===== config.mk =====
export PLATFORM = sky130hd
export DESIGN_NAME = murmur2_64bit_stream_hash_flat
export DESIGN_NICKNAME = d
export VERILOG_FILES = /design/src/rtl/core/mh64_pkg.sv /design/src/rtl/core/mh64_if.sv /design/src/rtl/core/murmur2_64bit_stream_hash.sv /design/src/rtl/core/mh64_mul.sv /design/src/flat_wrapper.sv
export SDC_FILE = /design/constraint.sdc
export NUM_CORES = 2
export LEC_CHECK = 0
export BUFFER_PORTS_ARGS = -buffer_cell sky130_fd_sc_hd__buf_2
export CORE_MARGIN = 8
export CORE_UTILIZATION = 35
export CTS_BUF_LIST = sky130_fd_sc_hd__clkbuf_8
export DETAILED_ROUTE_END_ITERATION = 10
export SYNTH_ARGS = -nofsm -noshare
export SYNTH_HDL_FRONTEND = slang
export SYNTH_HIERARCHICAL = 1
export SYNTH_SLANG_ARGS = --single-unit

===== constraint.sdc =====
create_clock -name clock -period 12.8 [get_ports clock]
set_input_delay 2.56 -clock clock [delete_from_list [all_inputs] [get_ports clock]]
set_output_delay 2.56 -clock clock [all_outputs]
set_load 0.005 [all_outputs]

===== src/rtl/core/mh64_pkg.sv =====
`default_nettype none
package mh64_pkg;

   localparam logic [63:0] MIX_MUL   = 64'hc6a4a7935bd1e995;
   localparam logic [31:0] MIX_MUL_LO = MIX_MUL[31:0];
   localparam logic [31:0] MIX_MUL_HI = MIX_MUL[63:32];
   localparam int unsigned MIX_SHIFT = 47;

   localparam int unsigned WORD_W  = 64;
   localparam int unsigned NBYTE_W = 4;
   localparam int unsigned LEN_W   = 31;

   // sequencer states
   typedef enum logic [2:0] {
      ST_IDLE,
      ST_LEN_MUL,
      ST_K_MUL1,
      ST_K_MUL2,
      ST_TAIL,
      ST_H_MUL,
      ST_FIN_MUL,
      ST_EMIT
   } mh64_state_type;

   // partial-product steps of the shared multiplier
   typedef enum logic [1:0] {
      MS_LO_LO,
      MS_HI_LO,
      MS_LO_HI,
      MS_SUM
   } mh64_mstep_type;

   // keep the low nbytes bytes of a word
   function automatic logic [WORD_W-1:0] byte_mask(input logic [2:0] nbytes);
      logic [WORD_W-1:0] m;
      m = '0;
      for (int i = 0; i < 8; i++) begin
         if (i < int'(nbytes)) begin
            m[i*8 +: 8] = 8'hff;
         end
      end
      return m;
   endfunction

endpackage
`default_nettype wire


===== src/rtl/core/mh64_if.sv =====
`default_nettype none
interface mh64_req_if;
   import mh64_pkg::*;
   logic                valid;
   logic                ready;
   logic [WORD_W-1:0]   data_word;
   logic [NBYTE_W-1:0]  valid_bytes;
   logic                first;
   logic                last;
   logic [LEN_W-1:0]    total_length;

   modport source (output valid, data_word, valid_bytes, first, last, total_length,
                   input ready);
   modport sink   (input valid, data_word, valid_bytes, first, last, total_length,
                   output ready);
endinterface

interface mh64_rsp_if;
   import mh64_pkg::*;
   logic                valid;
   logic                ready;
   logic [WORD_W-1:0]   hash_value;

   modport source (output valid, hash_value, input ready);
   modport sink   (input valid, hash_value, output ready);
endinterface

interface mh64_csr_if;
   import mh64_pkg::*;
   logic                valid;
   logic                ready;
   logic [WORD_W-1:0]   data;

   modport source (output valid, data, input ready);
   modport sink   (input valid, data, output ready);
endinterface
`default_nettype wire


===== src/rtl/core/murmur2_64bit_stream_hash.sv =====
`default_nettype none
// Channel   Dir  Handshake      Beat contents
// req_chan  in   valid/ready    data_word, valid_bytes, first, last, total_length
// rsp_chan  out  valid/ready    hash_value (one beat per message, after last)
// csr_chan  in   valid/ready    data = seed (always ready)
//
// One 32x32 multiplier is shared by every 64-bit multiply by the mix constant.
// Per req beat: accept in ST_IDLE, ST_LEN_MUL if first, ST_K_MUL1, ST_K_MUL2
// and ST_H_MUL for a full word or ST_TAIL and ST_H_MUL for a tail, ST_FIN_MUL
// if last, and ST_EMIT to hand off the hash (it waits while rsp is stalled).
// Reset: synchronous, active high; clears seed and running hash to zero.
// rsp is registered: a new req beat is taken while a hash waits on rsp.
module murmur2_64bit_stream_hash
   import mh64_pkg::*;
(
   input  wire logic  clock,
   input  wire logic  reset,
   mh64_req_if.sink   req_chan,
   mh64_rsp_if.source rsp_chan,
   mh64_csr_if.sink   csr_chan
);

   mh64_state_type     state_ff, state_in;

   // latched request beat
   logic [WORD_W-1:0]  word_ff, word_in;
   logic [NBYTE_W-1:0] nbytes_ff, nbytes_in;
   logic               last_ff, last_in;
   logic [LEN_W-1:0]   len_ff, len_in;

   logic [WORD_W-1:0]  seed_ff, seed_in;
   logic [WORD_W-1:0]  hash_ff, hash_in;   // running hash before finalization
   logic [WORD_W-1:0]  k_ff, k_in;         // mixed key, or multiplied final hash
   logic [WORD_W-1:0]  rsp_hash_ff, rsp_hash_in;
   logic               rsp_valid_ff, rsp_valid_in;

   logic               req_take;
   logic               rsp_free;
   logic               mul_run;
   logic [WORD_W-1:0]  mul_op;
   logic               mul_done;
   logic [WORD_W-1:0]  mul_res;
   mh64_state_type     route_state;

   mh64_mul u_mul (
      .clock   (clock),
      .reset   (reset),
      .run     (mul_run),
      .operand (mul_op),
      .done    (mul_done),
      .result  (mul_res)
   );

   assign req_chan.ready   = (state_ff == ST_IDLE);
   assign req_take         = req_chan.valid && req_chan.ready;
   assign rsp_chan.valid   = rsp_valid_ff;
   assign rsp_chan.hash_value = rsp_hash_ff;
   assign csr_chan.ready   = 1'b1;
   assign rsp_free         = !rsp_valid_ff || rsp_chan.ready;

   // where a word goes once the initial value is in place
   always_comb begin
      priority if (nbytes_ff[3]) begin
         route_state = ST_K_MUL1;
      end else if (nbytes_ff[2:0] != 3'd0) begin
         route_state = ST_TAIL;
      end else if (last_ff) begin
         route_state = ST_FIN_MUL;
      end else begin
         route_state = ST_IDLE;
      end
   end

   // next state
   always_comb begin
      state_in = state_ff;
      unique case (state_ff)
         ST_IDLE: begin
            if (req_take) begin
               state_in = req_chan.first ? ST_LEN_MUL : ST_TAIL;
               // a non-first beat is routed straight from the req fields
               if (!req_chan.first) begin
                  priority if (req_chan.valid_bytes[3]) begin
                     state_in = ST_K_MUL1;
                  end else if (req_chan.valid_bytes[2:0] != 3'd0) begin
                     state_in = ST_TAIL;
                  end else if (req_chan.last) begin
                     state_in = ST_FIN_MUL;
                  end else begin
                     state_in = ST_IDLE;
                  end
               end
            end
         end
         ST_LEN_MUL: if (mul_done) state_in = route_state;
         ST_K_MUL1:  if (mul_done) state_in = ST_K_MUL2;
         ST_K_MUL2:  if (mul_done) state_in = ST_H_MUL;
         ST_TAIL:    state_in = ST_H_MUL;
         ST_H_MUL:   if (mul_done) state_in = last_ff ? ST_FIN_MUL : ST_IDLE;
         ST_FIN_MUL: if (mul_done) state_in = ST_EMIT;
         ST_EMIT:    if (rsp_free) state_in = ST_IDLE;
         default:    state_in = ST_IDLE;
      endcase
   end

   // multiplier control and datapath updates
   always_comb begin
      mul_run      = 1'b0;
      mul_op       = hash_ff;
      word_in      = word_ff;
      nbytes_in    = nbytes_ff;
      last_in      = last_ff;
      len_in       = len_ff;
      hash_in      = hash_ff;
      k_in         = k_ff;
      rsp_hash_in  = rsp_hash_ff;
      rsp_valid_in = rsp_valid_ff && !rsp_chan.ready;
      seed_in      = csr_chan.valid ? csr_chan.data : seed_ff;

      unique case (state_ff)
         ST_IDLE: begin
            if (req_take) begin
               word_in   = req_chan.data_word;
               nbytes_in = req_chan.valid_bytes;
               last_in   = req_chan.last;
               len_in    = req_chan.total_length;
            end
         end
         ST_LEN_MUL: begin
            mul_run = 1'b1;
            mul_op  = {{(WORD_W-LEN_W){1'b0}}, len_ff};
            if (mul_done) hash_in = seed_ff ^ mul_res;
         end
         ST_K_MUL1: begin
            mul_run = 1'b1;
            mul_op  = word_ff;
            if (mul_done) k_in = mul_res ^ (mul_res >> MIX_SHIFT);
         end
         ST_K_MUL2: begin
            mul_run = 1'b1;
            mul_op  = k_ff;
            if (mul_done) hash_in = hash_ff ^ mul_res;
         end
         ST_TAIL: begin
            hash_in = hash_ff ^ (word_ff & byte_mask(nbytes_ff[2:0]));
         end
         ST_H_MUL: begin
            mul_run = 1'b1;
            mul_op  = hash_ff;
            if (mul_done) hash_in = mul_res;
         end
         ST_FIN_MUL: begin
            mul_run = 1'b1;
            mul_op  = hash_ff ^ (hash_ff >> MIX_SHIFT);
            if (mul_done) k_in = mul_res;
         end
         ST_EMIT: begin
            if (rsp_free) begin
               rsp_hash_in  = k_ff ^ (k_ff >> MIX_SHIFT);
               rsp_valid_in = 1'b1;
            end
         end
         default: ;
      endcase
   end

   always_ff @(posedge clock) begin
      if (reset) begin
         state_ff     <= ST_IDLE;
         rsp_valid_ff <= 1'b0;
         seed_ff      <= '0;
         hash_ff      <= '0;
      end else begin
         state_ff     <= state_in;
         rsp_valid_ff <= rsp_valid_in;
         seed_ff      <= seed_in;
         hash_ff      <= hash_in;
      end
   end

   always_ff @(posedge clock) begin
      word_ff     <= word_in;
      nbytes_ff   <= nbytes_in;
      last_ff     <= last_in;
      len_ff      <= len_in;
      k_ff        <= k_in;
      rsp_hash_ff <= rsp_hash_in;
   end

endmodule
`default_nettype wire


===== src/rtl/core/mh64_mul.sv =====
`default_nettype none
// operand * MIX_MUL mod 2^64 from three 32x32 partial products
module mh64_mul
   import mh64_pkg::*;
(
   input  wire logic              clock,
   input  wire logic              reset,
   input  wire logic              run,
   input  wire logic [WORD_W-1:0] operand,
   output      logic              done,
   output      logic [WORD_W-1:0] result
);

   mh64_mstep_type    step_ff, step_in;
   logic [63:0]       prod_ff, prod_in;
   logic [63:0]       acc_ff, acc_in;
   logic [31:0]       a_sel, b_sel;
   logic [31:0]       hi_sum;

   assign hi_sum = acc_ff[63:32] + prod_ff[31:0];
   assign result = {hi_sum, acc_ff[31:0]};
   assign done   = run && (step_ff == MS_SUM);

   always_comb begin
      a_sel   = operand[31:0];
      b_sel   = MIX_MUL_LO;
      acc_in  = acc_ff;
      step_in = step_ff;
      unique case (step_ff)
         MS_LO_LO: begin
            if (run) step_in = MS_HI_LO;
         end
         MS_HI_LO: begin
            a_sel   = operand[63:32];
            acc_in  = prod_ff;
            step_in = MS_LO_HI;
         end
         MS_LO_HI: begin
            b_sel   = MIX_MUL_HI;
            acc_in  = {hi_sum, acc_ff[31:0]};
            step_in = MS_SUM;
         end
         MS_SUM: begin
            step_in = MS_LO_LO;
         end
         default: step_in = MS_LO_LO;
      endcase
      prod_in = 64'(a_sel) * 64'(b_sel);
   end

   always_ff @(posedge clock) begin
      if (reset) begin
         step_ff <= MS_LO_LO;
      end else begin
         step_ff <= step_in;
      end
   end

   always_ff @(posedge clock) begin
      prod_ff <= prod_in;
      acc_ff  <= acc_in;
   end

endmodule
`default_nettype wire


===== src/flat_wrapper.sv =====
// flat-port wrapper written by rule: the top's interface ports become plain ports
module murmur2_64bit_stream_hash_flat import mh64_pkg::*;
  (clock, reset, req_chan_valid, req_chan_data_word, req_chan_valid_bytes, req_chan_first, req_chan_last, req_chan_total_length, req_chan_ready, rsp_chan_valid, rsp_chan_hash_value, rsp_chan_ready, csr_chan_valid, csr_chan_data, csr_chan_ready);
  mh64_req_if req_chan_i ();
  mh64_rsp_if rsp_chan_i ();
  mh64_csr_if csr_chan_i ();
  input  wire logic clock;
  input  wire logic reset;
  input wire logic [$bits(req_chan_i.valid)-1:0] req_chan_valid;
  input wire logic [$bits(req_chan_i.data_word)-1:0] req_chan_data_word;
  input wire logic [$bits(req_chan_i.valid_bytes)-1:0] req_chan_valid_bytes;
  input wire logic [$bits(req_chan_i.first)-1:0] req_chan_first;
  input wire logic [$bits(req_chan_i.last)-1:0] req_chan_last;
  input wire logic [$bits(req_chan_i.total_length)-1:0] req_chan_total_length;
  output wire logic [$bits(req_chan_i.ready)-1:0] req_chan_ready;
  output wire logic [$bits(rsp_chan_i.valid)-1:0] rsp_chan_valid;
  output wire logic [$bits(rsp_chan_i.hash_value)-1:0] rsp_chan_hash_value;
  input wire logic [$bits(rsp_chan_i.ready)-1:0] rsp_chan_ready;
  input wire logic [$bits(csr_chan_i.valid)-1:0] csr_chan_valid;
  input wire logic [$bits(csr_chan_i.data)-1:0] csr_chan_data;
  output wire logic [$bits(csr_chan_i.ready)-1:0] csr_chan_ready;
  assign req_chan_i.valid = req_chan_valid;
  assign req_chan_i.data_word = req_chan_data_word;
  assign req_chan_i.valid_bytes = req_chan_valid_bytes;
  assign req_chan_i.first = req_chan_first;
  assign req_chan_i.last = req_chan_last;
  assign req_chan_i.total_length = req_chan_total_length;
  assign req_chan_ready = req_chan_i.ready;
  assign rsp_chan_valid = rsp_chan_i.valid;
  assign rsp_chan_hash_value = rsp_chan_i.hash_value;
  assign rsp_chan_i.ready = rsp_chan_ready;
  assign csr_chan_i.valid = csr_chan_valid;
  assign csr_chan_i.data = csr_chan_data;
  assign csr_chan_ready = csr_chan_i.ready;
  murmur2_64bit_stream_hash u_core (.clock(clock), .reset(reset), .req_chan(req_chan_i), .rsp_chan(rsp_chan_i), .csr_chan(csr_chan_i));
endmodule

After elaboration in Yosys (flattened, before gate mapping)

Cells that the tools add are included.

Muxes and demuxes: 44
Equal/unequal tests: 18
$lt $le $gt $ge: 7
Bitwise logic cells: 8
Add/subtract/negate cells: 1
Reduce and logical (&&, ||, !) cells: 20
Multiply operators: 1

Operator list:

| operator                                                                    | number |
|---|---|
| 64-bit one-hot mux with 4 select lines                                      | 2 |
| 64-bit two-way mux                                                          | 4 |
| 64-bit one-hot mux with 2 select lines                                      | 2 |
| 64-bit by 17-bit bitwise XOR with 64-bit output                             | 3 |
| 64-bit bitwise XOR                                                          | 3 |
| 8-bit two-way mux                                                           | 14 |
| 64-bit by 56-bit bitwise AND with 64-bit output                             | 1 |
| 32-bit by 32-bit multiplier with 64-bit output                              | 1 |
| 32-bit two-way mux                                                          | 2 |
| 3-bit two-way mux                                                           | 14 |
| 32-bit adder                                                                | 1 |
| 3-bit one-hot mux with 8 select lines                                       | 1 |
| 3-bit == test, second input constant                                        | 4 |
| 2-bit by 1-bit != test with 1-bit output, second input constant             | 6 |
| 3-bit less-than comparator, first input constant                            | 3 |
| 2-bit one-hot mux with 4 select lines                                       | 1 |
| 7-bit AND reduction                                                         | 1 |
| 3-bit by 2-bit == test with 1-bit output, second input constant             | 2 |
| 1-bit by 3-bit less-than comparator with 1-bit output, first input constant | 2 |
| 2-bit by 3-bit less-than comparator with 1-bit output, first input constant | 2 |
| 2-bit AND reduction                                                         | 3 |
| 3-bit nonzero test                                                          | 2 |
| 5-bit OR reduction                                                          | 1 |
| 2-bit == test, second input constant                                        | 2 |
| 15 further kinds                                                            | 22 |

Word-level logic and storage cells: 113
Output and inout bits: 67
Input bits: 170
Bits in registers: 490

Logic depth before layout (Yosys ltp)

Depth after elaboration: 6
Depth in mapped cells: 38
Mapped depth without buffers: 33

By module

The synthesis kept the hierarchy.

Modules (own cells, without submodules):

| module                    | sequential area each (µm²) | cells each | instances | area an instance (µm²) |
|---|---|---|---|---|
| mh64_mul                  | 3,243.1                    | 3,079      | 1         | 30,852.1 |
| murmur2_64bit_stream_hash | 9,489.1                    | 1,606      | 1         | 17,376.7 |

Least setup slack after synthesis

No wires, ideal clock.

Kind: register -> register
Start point: register u_core.u_mul.step_ff[1]
End point: register u_core.u_mul.prod_ff[61]
Setup time: 120 ps
Clock period less this slack: 9,609 ps
Arrival: 9,489 ps
Buffers on the path: 4
Data required time: 12,680 ps
Slack: 3,191 ps
Stages on the path, launching flop included: 32
Path through: dfxtp_1 inv_1 ha_1 clkbuf_1 clkbuf_1 buf_2 mux2i_1 inv_1 nand2_1 inv_1 fa_1 inv_1 fa_1 fa_1 fa_1 inv_1 fa_1 fa_1 fa_1 inv_1 fa_1 inv_1 ha_1 clkbuf_1 and3_1 a221oi_1 o21bai_1 a221oi_1 a211oi_1 nor3_1 o21ai_1 a211o_1

Word-level cells in the longest chain between the ends: 3
Elaborated cells between the ends (all ways): 5
Classes of those cells: mul: 1; eq/ne: 2; mux: 2

RTL lines:

| what                                                                             | RTL line       | source |
|---|---|---|
| start, declared                                                                  | mh64_mul.sv:14 | `mh64_mstep_type step_ff, step_in;` |
| start signal, assigned                                                           | mh64_mul.sv:55 | `step_ff <= step_in;` |
| 2-bit by 1-bit == test with 1-bit output / 2-bit == test (equally long branches) | mh64_mul.sv:29 | `unique case (step_ff)` |
| 32-bit two-way mux                                                               | mh64_mul.sv:29 |  |
| 32-bit by 32-bit multiplier with 64-bit output *                                 | mh64_mul.sv:48 | `prod_in = 64'(a_sel) * 64'(b_sel);` |
| named net u_core.u_mul.prod_in[61]                                               | mh64_mul.sv:15 | `logic [63:0] prod_ff, prod_in;` |
| end signal, assigned                                                             | mh64_mul.sv:60 | `prod_ff <= prod_in;` |
| end, declared                                                                    | mh64_mul.sv:15 |  |

The timed path passes the listed nets; every way through them passes the cells marked *.
A chain may end at the register's enable or synchronous reset.

Worst setup path in the final report

Start point: register u_core.state_ff[1]
End point: register u_core.u_mul.prod_ff[61]

Word-level cells in the longest chain between the ends: 4
Elaborated cells between the ends (all ways): 7
Classes of those cells: mul: 1; eq/ne: 4; mux: 2

RTL lines:

| what                                             | RTL line                         | source |
|---|---|---|
| start, declared                                  | murmur2_64bit_stream_hash.sv:23  | `mh64_state_type state_ff, state_in;` |
| start signal, assigned                           | murmur2_64bit_stream_hash.sv:174 | `state_ff <= state_in;` |
| 3-bit == test (tied with other cells)            | murmur2_64bit_stream_hash.sv:120 | `unique case (state_ff)` |
| 64-bit one-hot mux with 4 select lines *         | murmur2_64bit_stream_hash.sv:120 |  |
| named net u_core.mul_op[8]                       | murmur2_64bit_stream_hash.sv:40  | `logic [WORD_W-1:0] mul_op;` |
| 32-bit two-way mux *                             | mh64_mul.sv:29                   |  |
| 32-bit by 32-bit multiplier with 64-bit output * | mh64_mul.sv:48                   |  |
| named net u_core.u_mul.prod_in[61]               | mh64_mul.sv:15                   |  |

Marked as above.

==> run metrics <==
top sig layer met4; drt initial violations 3,518; CTS Root Cell clkbuf_8; starting density of the core 0.352; Synth area leader fa_1; Synth top cells by count inv_1 (857), fa_1 (624), ha_1 (434), edfxtp_1 (292), nor2_1 (259); Pins Over Slew Limit 0; met3 wire length 12,800 um; R2R Setup Slk 1.19 ns; crit path DAT 12.21 ns; H-tree levels 3; Die Wd 387 um; layout cells sized above 1 0.113; CTS Hold Bufs 0; Post-CTS Setup Bufs 0; dpl hpwl 140,000 um; vias in the first global route 36,628; worst min path class reg -> reg; Net Count, Synth 5,913; pin count of the biggest net entering global routing 83; Clock Latency Late Sink 0.73 ns; antenna violations before repair 5; crit path launch type register; skew final 0.0531 ns; Hold Violations, Final 0; most used cell, CP fa_1; most common cell in the synthesized netlist inv_1; RSZ-0062 raised after global routing false; max-cap violations 0; syn avg cell area 10.3 um2; vias per cell 5.34; Vias 35,770; slowest stage delay, CP 0.72 ns; headroom to the max-slew limit 0.195; Synth Cell Area 48,200 um2; PostCTS Resize Cnt 0; top cells by area, synth fa_1 (26%), edfxtp_1 (18%), ha_1 (11%); Cell Rows 136; gpl congestion 0.979; CP Capture Type register; DRT antenna net count 0; first-pass GRT wire length 250,000 um; Layout area overhead 9.54%; die area 150,000 um2; post-synthesis async set-or-reset flop share 0; worst setup path class reg -> reg; Slew @ Worst Pin 1.17 ns; clk sink count 490; sequential area share after synthesis 0.264; flops & latches, synth 490; Setup-failing EPs final 0; drt drc 0; detailed-router iteration count before antenna repair 7; worst-path fanout max 45; GRT Total Usage 0.222; Core ar. 137,000 um2; IO buf count 235; status completed; wire length on met2 79,000 um; Nets 6,061; Tmin final 11.61 ns; Slowest-stage cell, CP and3b_4; Top Ports 237; critical path required time 13.41 ns; met1 wire length 71,700 um; Primary FF master, synth edfxtp_1; Synth cell types 84; Remaining Overflow, GRT 0; share of the synthesized area in the top cell type 0.259; cells after synthesis 4,685; YS warnings 6; CTS max path bufs 3; clk slew on worst S/H paths 0.07 ns; final WL 172,000 um; Num CTS Buffers 75; Post-synth EDFFs 292; CTS tree done; TNS Setup 0 ns; WL per Instance 25.7 um; chip height 387 um; Final Cycle Share 0.907; fmax 86.1 MHz
routing by layer:
metal	vias up	track usage
met2	1646	0.360
met5	-	0
met3	285	0.0344
li1	15871	-
met4	0	0.0930
met1	17968	0.295
state kept, by name, summed over array words and instances, names as in the netlist:
register	cells
u_core/u_mul/step_ff	2
u_core/rsp_chan.valid	1
u_core/u_mul/acc_ff	64
u_core/rsp_chan.hash_value	64
u_core/state_ff	3
u_core/u_mul/prod_ff	64
u_core/k_ff	64
u_core/nbytes_ff	4
u_core/seed_ff	64
u_core/len_ff	31
u_core/hash_ff	64
u_core/word_ff	64
u_core/last_ff	1
layout by cell type, fill, tap and decap left out, types with 89 or more instances in the layout:
master / count
clkbuf_8: 89
buf_2: 233
o21ai_0: 174
fa_1: 624
xnor2_1: 149
edfxtp_1: 292
a21oi_1: 196
dfxtp_1: 195
ha_1: 431
inv_1: 869
nor2_1: 257
nand2_1: 233
mux2i_1: 148
worst paths after layout:
check	end	depth (start not counted)	startpoint
setup / recovery	u_core/u_mul/prod_ff[61]	32	u_core/state_ff[1]
setup reg to reg	u_core/u_mul/prod_ff[61]	32	u_core/state_ff[1]
hold / removal	u_core/rsp_chan.hash_value[18]	0	u_core/k_ff[18]
hold reg to reg	u_core/rsp_chan.hash_value[18]	0	u_core/k_ff[18]
kinds of logic (layout without fill, tap and decap cells):
kind of cell	Yosys count	count (layout)	share of synthesized area
buffers and inverters	1099	1308	0.0896
adder cells (fa/ha/maj)	1058	1058	0.372
AO/OA/AOI/OAI	802	802	0.110
AND/OR/NAND/NOR	799	799	0.0782
flip-flops	490	490	0.264
multiplexers	218	218	0.0470
XOR/XNOR	216	216	0.0392
other	3	8	0.000233
area by class of cell:
class | instances | area, um2
well taps | 1794 | 2240
flip-flops and latches | 490 | 12700
diodes | 5 | 12.5
repair buffers | 311 | 1750
inverters | 859 | 3220
multi-input cells | 3096 | 31300
clock inverters | 49 | 375
fillers | 13538 | 84300
clock buffers | 89 | 1220
metrics by stage:
stage / utilization / cells / hold WS [ns] / cell area [um2] / setup WS, ns
floorplan: - / 4685 / 0.420 / 48200 / 3.19
global route: 0.385 / 6689 / 0.459 / 52800 / 0.833
global placement: 0.373 / 6550 / 0.431 / 51200 / 1.42
CTS: 0.385 / 6688 / 0.429 / 52800 / 1.33
finish: 0.385 / 6693 / 0.443 / 52800 / 1.19
detailed placement: 0.373 / 6550 / 0.436 / 51200 / 1.37
worst max-delay path: cells and delay by family (launching register included):
family | cells | cell delay [ns]
multiplexers | 1 | 0.50
adder cells (fa/ha/maj) | 9 | 4.31
buffers and inverters | 9 | 2.02
AND/OR/NAND/NOR | 6 | 2.57
AO/OA/AOI/OAI | 7 | 1.50
flip-flops | 1 | 0.53
Power is left out: the tool's default activity adds up to more than one toggle a clock period on the data nets, which glitch-free logic cannot reach.
